`config.mk`:
```
export PLATFORM = sky130hd
export DESIGN_NAME = msam_ctrl
export DESIGN_NICKNAME = d
export VERILOG_FILES = /design/src/rtl/msam_pkg.sv /design/src/rtl/msam_ctrl.sv
export SDC_FILE = /design/constraint.sdc
export NUM_CORES = 1
export LEC_CHECK = 0
export BUFFER_PORTS_ARGS = -buffer_cell sky130_fd_sc_hd__buf_4
export CORE_AREA = 2 2 39 41
export DETAILED_ROUTE_END_ITERATION = 10
export DIE_AREA = 0 0 41 43
export GPL_TIMING_DRIVEN = 1
export PLACE_DENSITY = 0.73
export SYNTH_ARGS = -nofsm -noshare
export SYNTH_HDL_FRONTEND = slang
export SYNTH_SLANG_ARGS = --single-unit
```
`constraint.sdc`:
```
create_clock -name i_clk -period 4.25 [get_ports i_clk]
set_input_delay 0.425 -clock i_clk [delete_from_list [all_inputs] [get_ports i_clk]]
set_output_delay 0.425 -clock i_clk [all_outputs]
set_load 0.01 [all_outputs]
```
`src/rtl/msam_pkg.sv`:
```
// Shared types, constants and sample conversion functions for the audio mixer.
// No dependencies; used by msam_ctrl, msam_dp and multi_source_audio_mixer.
`timescale 1ns / 1ps

package msam_pkg;

    localparam int NUM_SOURCES_DEF = 4;
    localparam int RING_DEPTH_DEF  = 4096;

    localparam logic [20:0] RATIO_RESET = 21'd65536;
    localparam logic [20:0] RATIO_MAX   = 21'd1048576;
    localparam logic [20:0] CREDIT_ONE  = 21'd65536;

    localparam logic [2:0] REG_RATIO0  = 3'd0;
    localparam logic [2:0] REG_RATIO1  = 3'd1;
    localparam logic [2:0] REG_RATIO2  = 3'd2;
    localparam logic [2:0] REG_RATIO3  = 3'd3;
    localparam logic [2:0] REG_FLOAT   = 3'd4;
    localparam logic [2:0] REG_MONO    = 3'd5;
    localparam logic [2:0] REG_ACTIVE  = 3'd6;

    localparam logic OP_PUSH   = 1'b0;
    localparam logic OP_RENDER = 1'b1;

    // Controller states, one-hot
    typedef enum logic [5:0] {
        ST_IDLE   = 6'b000001,
        ST_CREDIT = 6'b000010,
        ST_PUT    = 6'b000100,
        ST_SCAN   = 6'b001000,
        ST_ACC    = 6'b010000,
        ST_OUT    = 6'b100000
    } t_state;

    // Commands from controller to datapath
    typedef struct packed {
        logic load_item;   // capture input item, convert samples
        logic add_credit;  // add ratio to credit of current source
        logic put;         // write one frame, subtract one credit
        logic clr_sum;     // zero the mix accumulators
        logic rd_issue;    // read ring head of scan source, pop it
        logic acc;         // add read data to accumulators
        logic out_load;    // load output register from accumulators
        logic [1:0] scan;  // scan source index
    } t_cmd;

    // Status from datapath to controller
    typedef struct packed {
        logic op;          // captured operation
        logic src_ok;      // pushed source active and present
        logic credit_ge;   // credit of current source >= one
        logic scan_ok;     // scan source active and non-empty
        logic out_full;    // output register holds an untaken result
    } t_sts;

    // Signed 16-bit field to Q2.15
    function automatic logic signed [16:0] s16_to_q(input logic [31:0] bits);
        s16_to_q = {bits[15], bits[15:0]};
    endfunction

    // IEEE single to Q2.15, clamp to +-1, round half to even, NaN to zero
    function automatic logic signed [16:0] f32_to_q(input logic [31:0] bits);
        logic        neg;
        logic [7:0]  ex;
        logic [22:0] man;
        logic [23:0] sig;
        logic [7:0]  shift;
        logic [23:0] q;
        logic [48:0] ext;
        logic [24:0] rem;
        logic [24:0] half;
        logic [16:0] mag;
        neg   = bits[31];
        ex    = bits[30:23];
        man   = bits[22:0];
        sig   = (ex != 8'd0) ? {1'b1, man} : {1'b0, man};
        shift = 8'd135 - ((ex != 8'd0) ? ex : 8'd1);
        mag   = 17'd0;
        if (ex == 8'hFF && man != 23'd0) begin
            mag = 17'd0;
        end else if (ex >= 8'd127) begin
            mag = 17'd32768;
        end else if (shift > 8'd25) begin
            mag = 17'd0;
        end else begin
            ext  = {sig, 25'd0} >> shift;
            q    = ext[48:25];
            rem  = ext[24:0];
            half = 25'h1000000;
            if (rem > half || (rem == half && q[0]))
                q = q + 24'd1;
            mag = q[16:0];
        end
        f32_to_q = neg ? -$signed(mag) : $signed(mag);
    endfunction

    // Clamp a sum to +-1 and scale by 32767/32768, ties to even
    function automatic logic signed [15:0] mix_out(input logic signed [18:0] sum);
        logic signed [18:0] c;
        logic [15:0] mag;
        logic [30:0] a;
        logic [15:0] q;
        logic [14:0] r;
        c = sum;
        if (sum > 19'sd32768)
            c = 19'sd32768;
        if (sum < -19'sd32768)
            c = -19'sd32768;
        mag = c[18] ? 16'(-c) : 16'(c);
        a = 31'(mag) * 31'd32767;
        q = a[30:15];
        r = a[14:0];
        if (r > 15'h4000 || (r == 15'h4000 && q[0]))
            q = q + 16'd1;
        mix_out = c[18] ? -$signed(q) : $signed(q);
    endfunction

endpackage

```
`src/rtl/msam_ctrl.sv`:
```
// Controller state machine of the audio mixer: sequences push and render work.
// Depends on msam_pkg; drives msam_dp through command and status structs.
`timescale 1ns / 1ps

module msam_ctrl #(
    parameter int NUM_SOURCES = msam_pkg::NUM_SOURCES_DEF
) (
    input  logic              i_clk,
    input  logic              i_rst_n,
    input  logic              i_in_valid,
    output logic              o_in_ready,
    input  msam_pkg::t_sts    i_sts,
    output msam_pkg::t_cmd    o_cmd
);

    msam_pkg::t_state r_state, n_state;
    logic [1:0] r_scan, n_scan;

    // Hold scan index and state
    always_ff @(posedge i_clk) begin
        if (!i_rst_n) begin
            r_state <= msam_pkg::ST_IDLE;
            r_scan  <= 2'd0;
        end else begin
            r_state <= n_state;
            r_scan  <= n_scan;
        end
    end

    assign o_in_ready = (r_state == msam_pkg::ST_IDLE);

    // Next state and commands
    always_comb begin
        n_state = r_state;
        n_scan  = r_scan;
        o_cmd   = '0;
        o_cmd.scan = r_scan;
        unique case (r_state)
            msam_pkg::ST_IDLE: begin
                if (i_in_valid) begin
                    o_cmd.load_item = 1'b1;
                    n_state = msam_pkg::ST_CREDIT;
                end
            end
            msam_pkg::ST_CREDIT: begin
                if (i_sts.op == msam_pkg::OP_RENDER) begin
                    o_cmd.clr_sum = 1'b1;
                    n_scan  = 2'd0;
                    n_state = msam_pkg::ST_SCAN;
                end else if (i_sts.src_ok) begin
                    o_cmd.add_credit = 1'b1;
                    n_state = msam_pkg::ST_PUT;
                end else begin
                    n_state = msam_pkg::ST_IDLE;
                end
            end
            msam_pkg::ST_PUT: begin
                if (i_sts.credit_ge)
                    o_cmd.put = 1'b1;
                else
                    n_state = msam_pkg::ST_IDLE;
            end
            msam_pkg::ST_SCAN: begin
                if (i_sts.scan_ok) begin
                    o_cmd.rd_issue = 1'b1;
                    n_state = msam_pkg::ST_ACC;
                end else if (32'(r_scan) == NUM_SOURCES - 1) begin
                    n_state = msam_pkg::ST_OUT;
                end else begin
                    n_scan = r_scan + 2'd1;
                end
            end
            msam_pkg::ST_ACC: begin
                o_cmd.acc = 1'b1;
                if (32'(r_scan) == NUM_SOURCES - 1) begin
                    n_state = msam_pkg::ST_OUT;
                end else begin
                    n_scan  = r_scan + 2'd1;
                    n_state = msam_pkg::ST_SCAN;
                end
            end
            msam_pkg::ST_OUT: begin
                if (!i_sts.out_full) begin
                    o_cmd.out_load = 1'b1;
                    n_state = msam_pkg::ST_IDLE;
                end
            end
            default: n_state = msam_pkg::ST_IDLE;
        endcase
    end

endmodule

```
==> After elaboration in Yosys (flattened, before gate mapping) <==
Index checks and enable logic that the tools add are counted.
{ "totals": {"register_bits": 8, "inputBits": 8, "out_inout_bits": 10, "word_cells": 46} }
{ "op_classes": {"add_sub_neg": 1, "n_eq_ne": 13, "mux": 27, "n_reduce_logical": 3} }
{ "op_table": {"columns": ["cell", "n"], "rows": [
  ["6-bit 2-to-1 mux", 7],
  ["6-bit one-hot mux with 6 select lines", 1],
  ["1-bit 2-to-1 mux", 14],
  ["2-bit != test (second input constant)", 5],
  ["6-bit by 1-bit equality test with 1-bit output (second input constant)", 1],
  ["6-bit by 2-bit equality test with 1-bit output (second input constant)", 1],
  ["6-bit by 3-bit equality test with 1-bit output (second input constant)", 1],
  ["6-bit by 4-bit equality test with 1-bit output (second input constant)", 1],
  ["6-bit by 5-bit equality test with 1-bit output (second input constant)", 1],
  ["6-bit equality test (second input constant)", 1],
  ["2-bit 2-to-1 mux", 3],
  ["2-bit one-hot mux with 3 select lines", 1],
  ["4-bit AND reduction", 1],
  ["3-bit 2-to-1 mux", 1],
  ["3-bit != test (second input constant)", 1],
  ["3-bit AND reduction", 1],
  ["3-bit nonzero test", 1],
  ["2-bit by 1-bit adder with 2-bit output (second input constant)", 1],
  ["2-bit equality test (second input constant)", 1]
]} }

==> Logic depth before layout (Yosys ltp) <==
{ "depth": {"word_depth": 4, "ltp_mapped": 4, "depth_no_buf": 4} }

==> Least setup slack after synthesis <==
OpenSTA, ideal clock, no wires.
{ "synth_path": {"kind": "register -> output", "from": "register r_state[2]", "to": "output o_cmd[7] (netlist bit)", "arrival_ps": 1380, "required_ps": 3825, "slack_ps": 2445, "path_stages_with_launch": 4, "path_buffers": 0, "cell_sequence": "dfxtp_1 > or4_4 > nor3b_4 > and3b_2"} }
{ "synth_lines": {"columns": ["item", "line_no", "source"], "rows": [
  ["from (decl)", "msam_ctrl.sv:16", "msam_pkg::t_state r_state, n_state;"],
  ["from (signal assigned)", "msam_ctrl.sv:22", "r_state <= msam_pkg::ST_IDLE;"],
  ["from (signal assigned)", "msam_ctrl.sv:25", "r_state <= n_state;"],
  ["to (decl)", "msam_ctrl.sv:13", "output msam_pkg::t_cmd o_cmd"]
]} }

==> key figures <==
Yosys
  • Netlist Area Pre-Place: 492 um^2
  • Yosys reg bits: 8
  • Yosys warns: 0
  • Most numerous cell in the Yosys netlist: dfxtp_1
  • Synth area leader: dfxtp_1
  • Top area cells in the synthesized netlist: dfxtp_1 33%, o21a_1 4.6%, or4_4 4.6%, and2_1 3.8%, nor3b_4 3.8%
  • Primary FF master, synth: dfxtp_1
  • Most frequent cells after synthesis: 8 x dfxtp_1, 4 x nand2_1
  • Synth top area share: 0.326
  • Number of synthesized flops with an enable pin: 0
  • Syn avg cell area: about 9.6 um^2
  • Mapped Cells: 51
  • Yosys cell types: 31
  • Syn Nets: 60
  • Share of flip-flops with an asynchronous set or reset: 0
  • Post-synthesis sequential area ratio: 0.326

Timing
  • Final Hold Fails: 0
  • Setup-failing EPs final: 0
  • Final worst slack: ~2.0 ns
  • Slew @ Worst Pin: about 0.34 ns
  • Slew Limit Fails: 0
  • Final setup TNS: 0 ns
  • Tcrit/Tclk final: 0.536
  • Skew final: approximately 0.0019 ns
  • Highest clock rate: approximately 440 MHz
  • RSZ-0062 raised after global routing: false
  • Tmin final: 2.28 ns
  • Relative slew slack: 0.769

Floorplanning
  • Total die area: roughly 1800 um^2
  • Row cnt: 14
  • Die span in x: between 40 and 50 um
  • Initial core utilization: 0.355
  • Die Span Y: between 40 and 50 um
  • Core ar.: 1380 um^2
  • # IOs: 18

Power and ir drop
  • Pleak: about 0.29 nW
  • Cell Pwr Density: approximately 260 nW/um^2
  • Maximum vdd drop: around 0.15 mV

Final layout
  • Layout fillers: 137
  • NumNets Final: 81
  • Area growth syn-to-layout: 32.6%
  • Post-layout util: 0.471
  • Sequential Area: roughly 160 um^2
  • N_diodes: 0
  • Finished Cell Area: between 600 and 700 um^2
  • Multi-input gate area: about 320 um^2
  • Layout cells sized above 1: 0.443

Place
  • Port bufs: 17
  • Post-DP HPWL: approximately 840 um
  • Placed instance area: about 630 um^2
  • Place WS: between 2 and 2.5 ns
  • Routability cong.: around 0.79

CTS
  • Max H-tree Level: 1
  • Worst-path clk slew: about 0.05 ns
  • Clock sinks: 8
  • CTS buffer count: 3
  • Setup bufs post-CTS: 0
  • Post-CTS sizing: 0
  • Max clock buf depth: 2
  • CTS tree: done
  • Clock Tree Root: clkbuf_4
  • Hold buffer count at CTS: 0
  • Clock Latency Late Sink: around 0.25 ns

Global route
  • Remaining Overflow, GRT: 0
  • Gr usage total: 0.152
  • Initial antenna violation count: 0
  • Largest net degree at the start of global routing: 10
  • First-pass GRT wire length: between 1500 and 2000 um
  • Vias in the first global route: between 400 and 500

Routing
  • Vias per cell: roughly 5
  • TritonRoute pass-1 iters: 4
  • DRC errors left: 0
  • Via count: about 440
  • Drt total wl: approximately 1100 um
  • WL/cell: 12.5 um
  • DR iter-0 viols: 2
  • Antenna viol nets, final: 0

Worst setup path
  • Worst EP arrival: between 1.5 and 2 ns
  • Worst Path Required: 3.83 ns
  • Critical Path Source Type: register
  • Critical Path Fanout Max: 6
  • Class of the most critical setup path: register to output port
  • Nature of the critical path endpoint: output port

Worst hold path
  • Hold WC Path Type: input pin to register

Job
  • # Max-Cap Violations: 0

Outcome
  • Status: completed
[where the power goes]
group,switching (mW),internal [mW]
clock,0.0253,0.0323
combinational,0.0141,0.0170
sequential,0.00276,0.0772
total,0.0421,0.126
[placed cells by master, fill, tap and decap left out, drive strengths merged, types with 3 or more instances in the layout]
| cell | n |
|---|---|
| nor2 | 3 |
| nor3 | 4 |
| and2 | 4 |
| clkbuf | 3 |
| buf | 17 |
| o21a | 3 |
| dfxtp | 8 |
| or4 | 3 |
| nand2 | 4 |
[flip-flops by register name, summed over array words and instances, names as in the netlist]
register,count
r_scan,2
r_state,6
[layout make-up]
class                           count  area share
Clock buffer                        3      0.0345
Sequential cell                     8       0.246
Multi-Input combinational cell     42       0.493
Timing Repair Buffer               17       0.196
Tap cell                           16      0.0307
[kinds of logic (layout without fill, tap and decap cells)]
group,after synthesis,count (layout),synth area share
compound gates,10,10,0.165
fa+ha+maj,1,1,0.0254
buf+inv,1,20,0.0204
flops,8,8,0.326
mux,2,2,0.0433
simple gates,29,29,0.420
[final timing paths]
| check | start | to | slack (ns) | depth (start not counted) |
|---|---|---|---|---|
| worst max register to register | r_state[0] | r_scan[0] | 2.52 | 4 |
| worst min-delay path | i_in_valid | r_state[1] | 0.42 | 2 |
| worst min register to register | r_scan[1] | r_scan[1] | 0.57 | 3 |
| worst max-delay path | r_state[2] | o_cmd[7] | 1.97 | 4 |
[metrics by stage]
stage / power, mW / instances / hold slack [ns]
2_1_floorplan: 0.0997 / 51 / 0.567
3_3_place_gp: 0.113 / 83 / 0.542
3_5_place_dp: 0.113 / 83 / 0.557
4_1_cts: 0.172 / 86 / 0.411
5_1_grt: 0.180 / 86 / 0.419
6_report: 0.169 / 86 / 0.421
[metal layers]
metal	vias up	track usage	routed length (um)
met1	195	0.194	486
met2	12	0.238	526
met4	0	0.0600	5
met3	2	0.0314	54
met5	-	0	0
li1	234	-	-
[critical path, stage by stage (launching register included)]
cell	delay (ns)
dfxtp_1	0.35
or4_4	0.59
nor3b_4	0.32
and3b_2	0.24
buf_4	0.11
(Power assumes the default switching activity.)
